$ cat src/hw/rtl/sha256_pkg.sv
// Shared types, round constants and sigma functions for the SHA-256 digest block.
`timescale 1ns / 1ps

package sha256_pkg;

	typedef logic [15:0][31:0] blk_t;
	typedef logic [7:0][31:0] hash_t;

	typedef struct packed {
		logic start;
		logic init;
	} cmp_ctl_t;

	localparam logic [7:0] PAD_BYTE = 8'h80;
	localparam logic [63:0] BITS_PER_BYTE = 64'd8;

	function automatic logic [31:0] bsig0(input logic [31:0] x);
		return {x[1:0], x[31:2]} ^ {x[12:0], x[31:13]} ^ {x[21:0], x[31:22]};
	endfunction

	function automatic logic [31:0] bsig1(input logic [31:0] x);
		return {x[5:0], x[31:6]} ^ {x[10:0], x[31:11]} ^ {x[24:0], x[31:25]};
	endfunction

	function automatic logic [31:0] ssig0(input logic [31:0] x);
		return {x[6:0], x[31:7]} ^ {x[17:0], x[31:18]} ^ {3'b000, x[31:3]};
	endfunction

	function automatic logic [31:0] ssig1(input logic [31:0] x);
		return {x[16:0], x[31:17]} ^ {x[18:0], x[31:19]} ^ {10'd0, x[31:10]};
	endfunction

	function automatic logic [31:0] iv_const(input logic [2:0] i);
		logic [31:0] r;
		case (i)
			3'd0: r = 32'h6a09e667;
			3'd1: r = 32'hbb67ae85;
			3'd2: r = 32'h3c6ef372;
			3'd3: r = 32'ha54ff53a;
			3'd4: r = 32'h510e527f;
			3'd5: r = 32'h9b05688c;
			3'd6: r = 32'h1f83d9ab;
			default: r = 32'h5be0cd19;
		endcase
		return r;
	endfunction

	function automatic logic [31:0] k_const(input logic [5:0] i);
		logic [31:0] r;
		case (i)
			6'd0: r = 32'h428a2f98;  6'd1: r = 32'h71374491;
			6'd2: r = 32'hb5c0fbcf;  6'd3: r = 32'he9b5dba5;
			6'd4: r = 32'h3956c25b;  6'd5: r = 32'h59f111f1;
			6'd6: r = 32'h923f82a4;  6'd7: r = 32'hab1c5ed5;
			6'd8: r = 32'hd807aa98;  6'd9: r = 32'h12835b01;
			6'd10: r = 32'h243185be; 6'd11: r = 32'h550c7dc3;
			6'd12: r = 32'h72be5d74; 6'd13: r = 32'h80deb1fe;
			6'd14: r = 32'h9bdc06a7; 6'd15: r = 32'hc19bf174;
			6'd16: r = 32'he49b69c1; 6'd17: r = 32'hefbe4786;
			6'd18: r = 32'h0fc19dc6; 6'd19: r = 32'h240ca1cc;
			6'd20: r = 32'h2de92c6f; 6'd21: r = 32'h4a7484aa;
			6'd22: r = 32'h5cb0a9dc; 6'd23: r = 32'h76f988da;
			6'd24: r = 32'h983e5152; 6'd25: r = 32'ha831c66d;
			6'd26: r = 32'hb00327c8; 6'd27: r = 32'hbf597fc7;
			6'd28: r = 32'hc6e00bf3; 6'd29: r = 32'hd5a79147;
			6'd30: r = 32'h06ca6351; 6'd31: r = 32'h14292967;
			6'd32: r = 32'h27b70a85; 6'd33: r = 32'h2e1b2138;
			6'd34: r = 32'h4d2c6dfc; 6'd35: r = 32'h53380d13;
			6'd36: r = 32'h650a7354; 6'd37: r = 32'h766a0abb;
			6'd38: r = 32'h81c2c92e; 6'd39: r = 32'h92722c85;
			6'd40: r = 32'ha2bfe8a1; 6'd41: r = 32'ha81a664b;
			6'd42: r = 32'hc24b8b70; 6'd43: r = 32'hc76c51a3;
			6'd44: r = 32'hd192e819; 6'd45: r = 32'hd6990624;
			6'd46: r = 32'hf40e3585; 6'd47: r = 32'h106aa070;
			6'd48: r = 32'h19a4c116; 6'd49: r = 32'h1e376c08;
			6'd50: r = 32'h2748774c; 6'd51: r = 32'h34b0bcb5;
			6'd52: r = 32'h391c0cb3; 6'd53: r = 32'h4ed8aa4a;
			6'd54: r = 32'h5b9cca4f; 6'd55: r = 32'h682e6ff3;
			6'd56: r = 32'h748f82ee; 6'd57: r = 32'h78a5636f;
			6'd58: r = 32'h84c87814; 6'd59: r = 32'h8cc70208;
			6'd60: r = 32'h90befffa; 6'd61: r = 32'ha4506ceb;
			6'd62: r = 32'hbef9a3f7;
			default: r = 32'hc67178f2;
		endcase
		return r;
	endfunction

endpackage

$ cat src/hw/rtl/sha256_stream_if.sv
// Valid/ready stream interfaces for message bytes in and digest words out.
`timescale 1ns / 1ps

interface sha256_in_if;
	logic       valid;
	logic       ready;
	logic [7:0] data_byte;
	logic       has_byte;
	logic       end_of_message;

	modport source (output valid, data_byte, has_byte, end_of_message, input ready);
	modport sink (input valid, data_byte, has_byte, end_of_message, output ready);
endinterface

interface sha256_out_if;
	logic        valid;
	logic        ready;
	logic [31:0] digest_word;
	logic [2:0]  word_index;
	logic        last_word;

	modport source (output valid, digest_word, word_index, last_word, input ready);
	modport sink (input valid, digest_word, word_index, last_word, output ready);
endinterface

$ cat src/hw/rtl/sha256_compress.sv
// Iterative SHA-256 compression: one round per cycle with a rolling message schedule.
`timescale 1ns / 1ps

module sha256_compress (
	input  logic                clk,
	input  logic                arst_n,
	input  sha256_pkg::cmp_ctl_t ctl,
	input  sha256_pkg::blk_t    blk,
	output logic                done,
	output sha256_pkg::hash_t   chain
);

	sha256_pkg::hash_t chain_q;
	sha256_pkg::hash_t var_q;
	sha256_pkg::blk_t  win_q;
	logic [5:0]        rnd_q;
	logic              busy_q;
	logic              fin_q;

	logic [31:0] ch;
	logic [31:0] maj;
	logic [31:0] t1;
	logic [31:0] t2;
	logic [31:0] w_new;

	always_comb begin
		ch    = (var_q[4] & var_q[5]) ^ (~var_q[4] & var_q[6]);
		maj   = (var_q[0] & var_q[1]) ^ (var_q[0] & var_q[2]) ^ (var_q[1] & var_q[2]);
		t1    = var_q[7] + sha256_pkg::bsig1(var_q[4]) + ch + sha256_pkg::k_const(rnd_q)
			+ win_q[0];
		t2    = sha256_pkg::bsig0(var_q[0]) + maj;
		w_new = sha256_pkg::ssig1(win_q[14]) + win_q[9] + sha256_pkg::ssig0(win_q[1])
			+ win_q[0];
	end

	always_ff @(posedge clk or negedge arst_n) begin
		if (!arst_n) begin
			busy_q <= 1'b0;
			fin_q  <= 1'b0;
			rnd_q  <= '0;
			for (int i = 0; i < 8; i++) begin
				chain_q[i] <= sha256_pkg::iv_const(3'(i));
			end
		end else begin
			fin_q <= 1'b0;
			if (ctl.start) begin
				busy_q <= 1'b1;
				rnd_q  <= '0;
			end else if (busy_q) begin
				rnd_q <= rnd_q + 6'd1;
				if (&rnd_q) begin
					busy_q <= 1'b0;
					fin_q  <= 1'b1;
				end
			end
			if (ctl.init) begin
				for (int i = 0; i < 8; i++) begin
					chain_q[i] <= sha256_pkg::iv_const(3'(i));
				end
			end else if (fin_q) begin
				for (int i = 0; i < 8; i++) begin
					chain_q[i] <= chain_q[i] + var_q[i];
				end
			end
		end
	end

	always_ff @(posedge clk) begin
		if (ctl.start) begin
			var_q <= chain_q;
			win_q <= blk;
		end else if (busy_q) begin
			var_q[7] <= var_q[6];
			var_q[6] <= var_q[5];
			var_q[5] <= var_q[4];
			var_q[4] <= var_q[3] + t1;
			var_q[3] <= var_q[2];
			var_q[2] <= var_q[1];
			var_q[1] <= var_q[0];
			var_q[0] <= t1 + t2;
			win_q    <= {w_new, win_q[15:1]};
		end
	end

	assign done  = fin_q;
	assign chain = chain_q;

endmodule

$ cat src/hw/rtl/sha256_message_digest.sv
// Top level of the streaming SHA-256 digest block: byte packing, padding and digest output.
// The msg channel takes one item per handshake: an optional message byte and an
// end-of-message flag. The digest channel returns eight 32-bit words, most
// significant first, with word_index 0 to 7 and last_word set on the eighth.
// An item that completes no 64-byte block and ends no message is taken and the
// block stays ready. An item that fills a block starts the compression, which
// runs one round per cycle on a single shared round unit: the block is not
// ready again until that compression is done. An end-of-message item adds a
// padding step and one or two compressions (two when eight or fewer byte slots
// remain in the block, with a step between them to load the length block),
// after which the digest words are offered one per cycle while the receiver
// keeps taking them. The digest channel holds each word until it is taken;
// while the receiver stalls, the block waits and takes no new word. After the
// last word is taken the chaining hash, bit count and byte position return
// to their initial values, ready for the next message. Reset is asynchronous
// and leaves the block idle and ready with the initial hash loaded; the block
// buffer needs no clearing.
`timescale 1ns / 1ps

module sha256_message_digest (
	input  logic                clk,
	input  logic                arst_n,
	sha256_in_if.sink           msg,
	sha256_out_if.source        digest
);

	localparam logic [2:0] S_IDLE = 3'd0;
	localparam logic [2:0] S_PAD  = 3'd1;
	localparam logic [2:0] S_KICK = 3'd2;
	localparam logic [2:0] S_COMP = 3'd3;
	localparam logic [2:0] S_ZERO = 3'd4;
	localparam logic [2:0] S_EMIT = 3'd5;

	localparam logic [1:0] AFT_IDLE = 2'd0;
	localparam logic [1:0] AFT_PAD  = 2'd1;
	localparam logic [1:0] AFT_ZERO = 2'd2;
	localparam logic [1:0] AFT_EMIT = 2'd3;

	logic [2:0]           state_q;
	logic [1:0]           after_q;
	logic [5:0]           pos_q;
	logic [63:0]          len_q;
	logic [2:0]           idx_q;
	sha256_pkg::blk_t     blk_q;
	sha256_pkg::blk_t     blk_pad;
	sha256_pkg::blk_t     blk_zero;
	sha256_pkg::hash_t    chain;
	sha256_pkg::cmp_ctl_t ctl;
	logic                 cmp_done;
	logic                 msg_acc;
	logic                 dig_acc;

	assign msg.ready   = (state_q == S_IDLE);
	assign msg_acc     = msg.valid && msg.ready;
	assign digest.valid = (state_q == S_EMIT);
	assign dig_acc     = digest.valid && digest.ready;

	assign digest.digest_word = chain[idx_q];
	assign digest.word_index  = idx_q;
	assign digest.last_word   = &idx_q;

	assign ctl.start = (state_q == S_KICK);
	assign ctl.init  = dig_acc && (&idx_q);

	always_comb begin
		logic [5:0] bp;
		bp = '0;
		blk_pad = blk_q;
		for (int w = 0; w < 16; w++) begin
			for (int b = 0; b < 4; b++) begin
				bp = 6'(w * 4 + b);
				if (bp == pos_q) begin
					blk_pad[w][8 * (3 - b) +: 8] = sha256_pkg::PAD_BYTE;
				end else if (bp > pos_q) begin
					blk_pad[w][8 * (3 - b) +: 8] = 8'h00;
				end
			end
		end
		if (!(&pos_q[5:3])) begin
			blk_pad[14] = len_q[63:32];
			blk_pad[15] = len_q[31:0];
		end
		blk_zero     = '0;
		blk_zero[14] = len_q[63:32];
		blk_zero[15] = len_q[31:0];
	end

	always_ff @(posedge clk or negedge arst_n) begin
		if (!arst_n) begin
			state_q <= S_IDLE;
			after_q <= AFT_IDLE;
			pos_q   <= '0;
			len_q   <= '0;
			idx_q   <= '0;
		end else begin
			case (state_q)
				S_IDLE: begin
					if (msg_acc) begin
						if (msg.has_byte) begin
							len_q <= len_q + sha256_pkg::BITS_PER_BYTE;
							pos_q <= pos_q + 6'd1;
							if (&pos_q) begin
								state_q <= S_KICK;
								after_q <= msg.end_of_message ? AFT_PAD : AFT_IDLE;
							end else if (msg.end_of_message) begin
								state_q <= S_PAD;
							end
						end else if (msg.end_of_message) begin
							state_q <= S_PAD;
						end
					end
				end
				S_PAD: begin
					state_q <= S_KICK;
					after_q <= (&pos_q[5:3]) ? AFT_ZERO : AFT_EMIT;
				end
				S_KICK: begin
					state_q <= S_COMP;
				end
				S_COMP: begin
					if (cmp_done) begin
						case (after_q)
							AFT_IDLE: state_q <= S_IDLE;
							AFT_PAD:  state_q <= S_PAD;
							AFT_ZERO: state_q <= S_ZERO;
							AFT_EMIT: begin
								state_q <= S_EMIT;
								idx_q   <= '0;
							end
							default:  state_q <= S_IDLE;
						endcase
					end
				end
				S_ZERO: begin
					state_q <= S_KICK;
					after_q <= AFT_EMIT;
				end
				S_EMIT: begin
					if (dig_acc) begin
						idx_q <= idx_q + 3'd1;
						if (&idx_q) begin
							state_q <= S_IDLE;
							pos_q   <= '0;
							len_q   <= '0;
						end
					end
				end
				default: state_q <= S_IDLE;
			endcase
		end
	end

	always_ff @(posedge clk) begin
		if (msg_acc && msg.has_byte) begin
			blk_q[pos_q[5:2]][{~pos_q[1:0], 3'b000} +: 8] <= msg.data_byte;
		end else if (state_q == S_PAD) begin
			blk_q <= blk_pad;
		end else if (state_q == S_ZERO) begin
			blk_q <= blk_zero;
		end
	end

	sha256_compress u_compress (
		.clk    (clk),
		.arst_n (arst_n),
		.ctl    (ctl),
		.blk    (blk_q),
		.done   (cmp_done),
		.chain  (chain)
	);

endmodule

$ cat src/flat_wrapper.sv
// flat-port wrapper written by rule: the top's interface ports become plain ports
module sha256_message_digest_flat 
  (clk, arst_n, msg_valid, msg_data_byte, msg_has_byte, msg_end_of_message, msg_ready, digest_valid, digest_digest_word, digest_word_index, digest_last_word, digest_ready);
  sha256_in_if msg_i ();
  sha256_out_if digest_i ();
  input  logic clk;
  input  logic arst_n;
  input wire logic [$bits(msg_i.valid)-1:0] msg_valid;
  input wire logic [$bits(msg_i.data_byte)-1:0] msg_data_byte;
  input wire logic [$bits(msg_i.has_byte)-1:0] msg_has_byte;
  input wire logic [$bits(msg_i.end_of_message)-1:0] msg_end_of_message;
  output wire logic [$bits(msg_i.ready)-1:0] msg_ready;
  output wire logic [$bits(digest_i.valid)-1:0] digest_valid;
  output wire logic [$bits(digest_i.digest_word)-1:0] digest_digest_word;
  output wire logic [$bits(digest_i.word_index)-1:0] digest_word_index;
  output wire logic [$bits(digest_i.last_word)-1:0] digest_last_word;
  input wire logic [$bits(digest_i.ready)-1:0] digest_ready;
  assign msg_i.valid = msg_valid;
  assign msg_i.data_byte = msg_data_byte;
  assign msg_i.has_byte = msg_has_byte;
  assign msg_i.end_of_message = msg_end_of_message;
  assign msg_ready = msg_i.ready;
  assign digest_valid = digest_i.valid;
  assign digest_digest_word = digest_i.digest_word;
  assign digest_word_index = digest_i.word_index;
  assign digest_last_word = digest_i.last_word;
  assign digest_i.ready = digest_ready;
  sha256_message_digest u_core (.clk(clk), .arst_n(arst_n), .msg(msg_i), .digest(digest_i));
endmodule
$ cat config.mk
export PLATFORM = sky130hd
export DESIGN_NAME = sha256_message_digest_flat
export DESIGN_NICKNAME = d
export VERILOG_FILES = /design/src/hw/rtl/sha256_pkg.sv /design/src/hw/rtl/sha256_stream_if.sv /design/src/hw/rtl/sha256_compress.sv /design/src/hw/rtl/sha256_message_digest.sv /design/src/flat_wrapper.sv
export SDC_FILE = /design/constraint.sdc
export NUM_CORES = 2
export LEC_CHECK = 0
export ABC_CLOCK_PERIOD_IN_PS = 41100
export BUFFER_PORTS_ARGS = -buffer_cell sky130_fd_sc_hd__buf_4
export CELL_PAD_IN_SITES_DETAIL_PLACEMENT = 1
export CELL_PAD_IN_SITES_GLOBAL_PLACEMENT = 2
export CORE_MARGIN = 1
export CORE_UTILIZATION = 30
export DETAILED_ROUTE_END_ITERATION = 8
export PLACE_DENSITY = 0.6
export SYNTH_ARGS = -nofsm -noshare
export SYNTH_HDL_FRONTEND = slang
export SYNTH_SLANG_ARGS = --single-unit
$ cat constraint.sdc
create_clock -name clk -period 41.1 [get_ports clk]
set_input_delay 2.055 -clock clk [delete_from_list [all_inputs] [get_ports clk]]
set_output_delay 2.055 -clock clk [all_outputs]
set_load 0.1 [all_outputs]
# Word level (Yosys, flattened, before mapping)
# Memory sizes are Yosys's and may differ from the RTL's.
# Cells that the tools add are included.
# totals
register_bits	1622
wordCells	624
mem_bits_ro	2048
input_bits	14
n_memories	1
# mem_list
memory	words	width	read_ports	rd_ports_with_merged_regs	wr	line_no	text
(name not given)	64	32	1	0	0	sha256_pkg.sv:50	case (i)
# op_classes
n_addsub	23
eq_ne	142
n_lt_le_gt_ge	67
bitwise_logic	18
muxes	180
n_shift	2
n_reduce_logical	87
# op_table
operator	count
512-bit two-way mux	5
256-bit two-way mux	4
8-bit two-way mux	128
32-bit adder	18
512-bit bitwise mux	1
64-bit two-way mux	5
32-bit XOR	9
4-bit by 1-bit != test with 1-bit output (second input constant)	56
6-bit equality test (first input constant)	32
6-bit greater-than comparator (first input constant)	32
32-bit AND	5
32-bit demux with 4-bit select	1
64-bit one-hot mux with 2 select lines	1
2-bit AND reduction	64
32-bit binary-select mux with 3-bit select	1
5-bit by 6-bit equality test with 1-bit output (first input constant)	16
5-bit by 6-bit greater-than comparator with 1-bit output (first input constant)	16
64-bit by 4-bit adder with 64-bit output (second input constant)	1
32-bit two-way mux	2
4-bit by 6-bit equality test with 1-bit output (first input constant)	8
4-bit by 6-bit greater-than comparator with 1-bit output (first input constant)	8
5-bit by 3-bit != test with 1-bit output (second input constant)	8
6-bit two-way mux	6
32-bit NOT	1
other kinds (43)	91

# Longest topological paths before layout
# logic_depth
depth_word	9
ltp_mapped	38

# Modules after synthesis
# Synthesis repeated with hierarchy kept, for this count alone.
# hier_totals
cells_unflattened	8990
hier_area_um2	99925.8
# modules_own_cells
module	area_per_inst_um2	n_inst	cells_each	seq_area_each_um2
sha256_compress	70283.7	1	6315	29838.6
sha256_message_digest	29642.2	1	2675	17251.5

# Worst setup path after synthesis
# No wires, ideal clock.
# synth_path
path_type	flip-flop to flip-flop
from	register u_core.u_compress.busy_q
to	register u_core.u_compress.var_q[0] in the netlist's numbering, enable pin
setup_ns	1.278
path_stages_with_launch	3
path_slack_ns	21.011
t_arrival_ns	18.811
n_path_buf	1
t_required_ns	39.822
period_less_slack_ns	20.089
path_cell_list	dfrtp_1 > clkbuf_1 > nand2b_1
# synth_via
elab_chain_cells	1
# synth_rtl
element	line_no	text
start, declared	sha256_compress.sv:17	logic busy_q;
start signal, assigned	sha256_compress.sv:38	busy_q <= 1'b0;
start signal, assigned	sha256_compress.sv:47	busy_q <= 1'b1;
start signal, assigned	sha256_compress.sv:52	busy_q <= 1'b0;
2-bit nonzero test (no source line)	-	
end signal, assigned	sha256_compress.sv:70	var_q <= chain_q;
end, declared	sha256_compress.sv:14	sha256_pkg::hash_t var_q;
# No other way between the ends.
# A chain may end at the register's enable or synchronous reset.

# Worst setup path after layout
# layout_path
from	register u_core.u_compress.rnd_q[2]
to	register u_core.u_compress.var_q[31] in the netlist's numbering, data pin
# layout_via
elab_chain_cells	6
# layout_rtl
element	line_no	text
start, declared	sha256_compress.sv:16	logic [5:0] rnd_q;
start signal, assigned	sha256_compress.sv:50	rnd_q <= rnd_q + 6'd1;
memory read 64 x 32 bit	-	
32-bit adder	sha256_compress.sv:29	t1 = var_q[7] + sha256_pkg::bsig1(var_q[4]) + ch + sha256_pkg::k_const(rnd_q)
32-bit adder	sha256_compress.sv:30	+ win_q[0];
32-bit adder	sha256_compress.sv:80	var_q[0] <= t1 + t2;
256-bit two-way mux	sha256_compress.sv:72	end else if (busy_q) begin
256-bit two-way mux	sha256_compress.sv:69	if (ctl.start) begin
# No other way between the ends. The select of a mux whose other input is x is not followed.

==> results_dict.tcl <==
set metrics [dict create \
    dieHeight_um 574 \
    ys_ff_latch 1619 \
    ctsResizeCount 0 \
    ys_top_cells_by_area "edfxtp_1 (39%), nand2_1 (10%), dfrtp_1 (5.2%)" \
    setup.worst_path.end_class "flip-flop" \
    timing_worst_setup_path_type "reg2reg" \
    clkLatencyLatePin_ns 0.94 \
    ant_nets 0 \
    multi_input_area_um2 47800 \
    grt_max_degree 193 \
    synth_adder_area_share 0.0942 \
    avgRoutedWirePerCell_um 27.8 \
    fin_crit_ns 10.22 \
    worstPathRequired_ns 41.67 \
    maxCapViolations 0 \
    slew_violations 0 \
    netlist.area_leader.share 0.392 \
    tightest_slew_ns 1.30 \
    hp-class "reg2reg" \
    cpMaxStageDelayCell "o21ai_0" \
    crit_path_end "u_core.u_compress.var_q[31]$_DFFE_PP_" \
    avgSynthCellArea_um2 9.68 \
    register_area_um2 47100 \
    rr_startpoint "u_core.u_compress.rnd_q[2]$_DFFE_PN0P_" \
    worstPathArrival_ns 10.79 \
    start_util 0.302 \
    num_vias 76500 \
    yosys.area_share.simple 0.176 \
    tns_ns 0 \
    cts_root_buf "clkbuf_16" \
    io_pins 52 \
    muxShareOfSynthArea 0.0276 \
    coreArea_um2 325000 \
    drive_gt1_frac 0.0781 \
    r2r_end "u_core.u_compress.var_q[31]$_DFFE_PP_" \
    nets 10600 \
    reg2reg_slack_ns 30.88 \
    overflow 0 \
    wirelength_um 403000 \
    syn2layout_area_growth_pct 12.1 \
    cts_buffer_depth 4 \
    rows 209 \
    rsz0062_at_grt "false" \
    synthDistinctLibCells 87 \
    drtIter0Drc 5505 \
    synth-edff-count 1280 \
    cp-startpoint "u_core.u_compress.rnd_q[2]$_DFFE_PN0P_" \
    status "completed" \
    grt_pass1_vias 79700 \
    yosysWarnings 0 \
    fillerInstances 36600 \
    gp_congestion 0.890 \
    io_buffers 51 \
    whs_ns 0.467 \
    syn_area_um2 98000 \
    hold_buffers 0 \
    cts_made_buffers 204 \
    cts.sinks 1619 \
    reg2reg_depth 33 \
    crit_path_start_kind "flip-flop" \
    fp.dieArea_um2 329000 \
    final_cells 14500 \
    antenna_found_initial 15 \
    drt-pass1-iter-count 7 \
    finalCritPeriodShare 0.249 \
    cts_setup_buffers 0 \
    synth_top_cell_by_area "edfxtp_1" \
    path_clk_slew_ns 0.07 \
    dp_cells 14100 \
    synth_cells 10100 \
    relSlewSlack 0.132 \
    drc_errors 0 \
    grt_usage 0.241 \
    die_x_um 574 \
    max_stage_delay_ns 0.75 \
    finalClockSkew_ns 0.104 \
    worstPathMaxFanout 60 \
    synth-xor-area-share 0.0541 \
    synth_compound_area_frac 0.134 \
    yosysMostFrequentCell "nand2_1" \
    yosysSeqAreaShare 0.480 \
    hp-start "u_core.u_compress.win_q[249]$_DFFE_PP_" \
    cts_tree "yes" \
    htreeDepth 4 \
    timing.fmax_mhz 97.8 \
    hold_viol 0 \
    finalSetupViolations 0 \
    async_flop_share 0.209 \
    synth_top_family_by_area "simple AND/OR/NAND/NOR gates" \
    dp_hpwl_um 296000 \
    syn_nets 10700 \
    grt_pass1_wl_um 584000 \
    synth_flop_cell "edfxtp_1" \
    synth_common_cells "nand2_1 (2684), edfxtp_1 (1280), nor2_1 (772)" \
    via_per_inst 5.28 \
]
[cell families after synthesis]
family,Yosys count
buffers and inverters,867
DFF,1619
and+or+nand+nor,4179
AOI/OAI and AO/OA,2046
xor gates and xnor gates,605
adders and majority gates,627
muxes,183
[final cells by class]
type,count,area share
multi-input cells,7640,0.435
flip-flops and latches,1619,0.429
clock buffers,266,0.0506
well taps,4325,0.0493
repair buffers,213,0.0157
inverters,305,0.0105
clock inverters,115,0.00998
diodes,7,0.000159
[state kept, by name (all words and copies together) (netlist names), 2 cells and up]
register	count
u_core.len_q	61
u_core.u_compress.rnd_q	6
u_core.blk_q	512
u_core.u_compress.win_q	512
u_core.digest.word_index	3
u_core.pos_q	6
u_core.u_compress.chain	256
u_core.after_q	2
u_core.state_q	3
u_core.u_compress.var_q	256
[worst min path at each step]
stage | end | depth (start not counted)
final | u_core.u_compress.win_q[217]$_DFFE_PP_ | 2
after global routing | u_core.u_compress.win_q[67]$_DFFE_PP_ | 2
after CTS | u_core.u_compress.win_q[217]$_DFFE_PP_ | 2
after detailed placement | u_core.u_compress.win_q[463]$_DFFE_PP_ | 2
after global placement | u_core.u_compress.win_q[159]$_DFFE_PP_ | 2
after floorplan | u_core.u_compress.chain[79]$_DFFE_PN1P_ | 2
[cells in the final DEF (no fill, tap or decap), types with 41 or more instances in the layout]
master / netlist / routed
clkbuf_16: 0 / 207
nand3_1: 130 / 128
nor2b_1: 94 / 92
mux4_2: 69 / 69
a21oi_1: 627 / 626
xor2_1: 165 / 165
buf_4: 0 / 203
edfxtp_1: 1280 / 1280
a21o_1: 166 / 166
o21ai_0: 482 / 471
dfstp_2: 136 / 136
clkinv_2: 0 / 43
xnor2_1: 440 / 440
inv_1: 302 / 301
nand2_1: 2684 / 2684
and2_1: 63 / 62
dfrtp_1: 203 / 197
a211oi_1: 58 / 58
fa_1: 195 / 195
and3_1: 88 / 88
o22a_1: 287 / 287
o21a_1: 70 / 70
a31oi_1: 41 / 41
nor3_1: 126 / 123
nor2_1: 772 / 768
ha_1: 402 / 402
mux2i_1: 102 / 102
clkbuf_1: 511 / 43
nand2b_1: 77 / 75
[stage by stage]
step / area (um^2) / setup WS (ns) / utilization
after floorplan: 98000 / 21.01 / -
after global placement: 103000 / 30.83 / 0.318
after detailed placement: 103000 / 30.92 / 0.318
after CTS: 110000 / 30.88 / 0.338
after global routing: 110000 / 30.24 / 0.338
final: 110000 / 30.88 / 0.338
[layer usage]
layer / global-route usage / wire length, um
met1: 0.317 / 179000
met2: 0.412 / 195000
met3: 0.0241 / 14500
met4: 0.0821 / 14700
met5: 0 / 43
[critical path, delay by kind of cell, from the launching register on]
| family | cells | cell delay, ns |
|---|---|---|
| AO/OA/AOI/OAI | 15 | 4.24 |
| AND/OR/NAND/NOR | 8 | 1.95 |
| adder cells (fa/ha/maj) | 4 | 1.59 |
| buffers and inverters | 4 | 1.48 |
| flip-flops | 1 | 0.32 |
| XOR/XNOR | 2 | 0.29 |
Power is left out: the tool's default activity adds up to more than one toggle a clock period on the data nets, which glitch-free logic cannot reach.
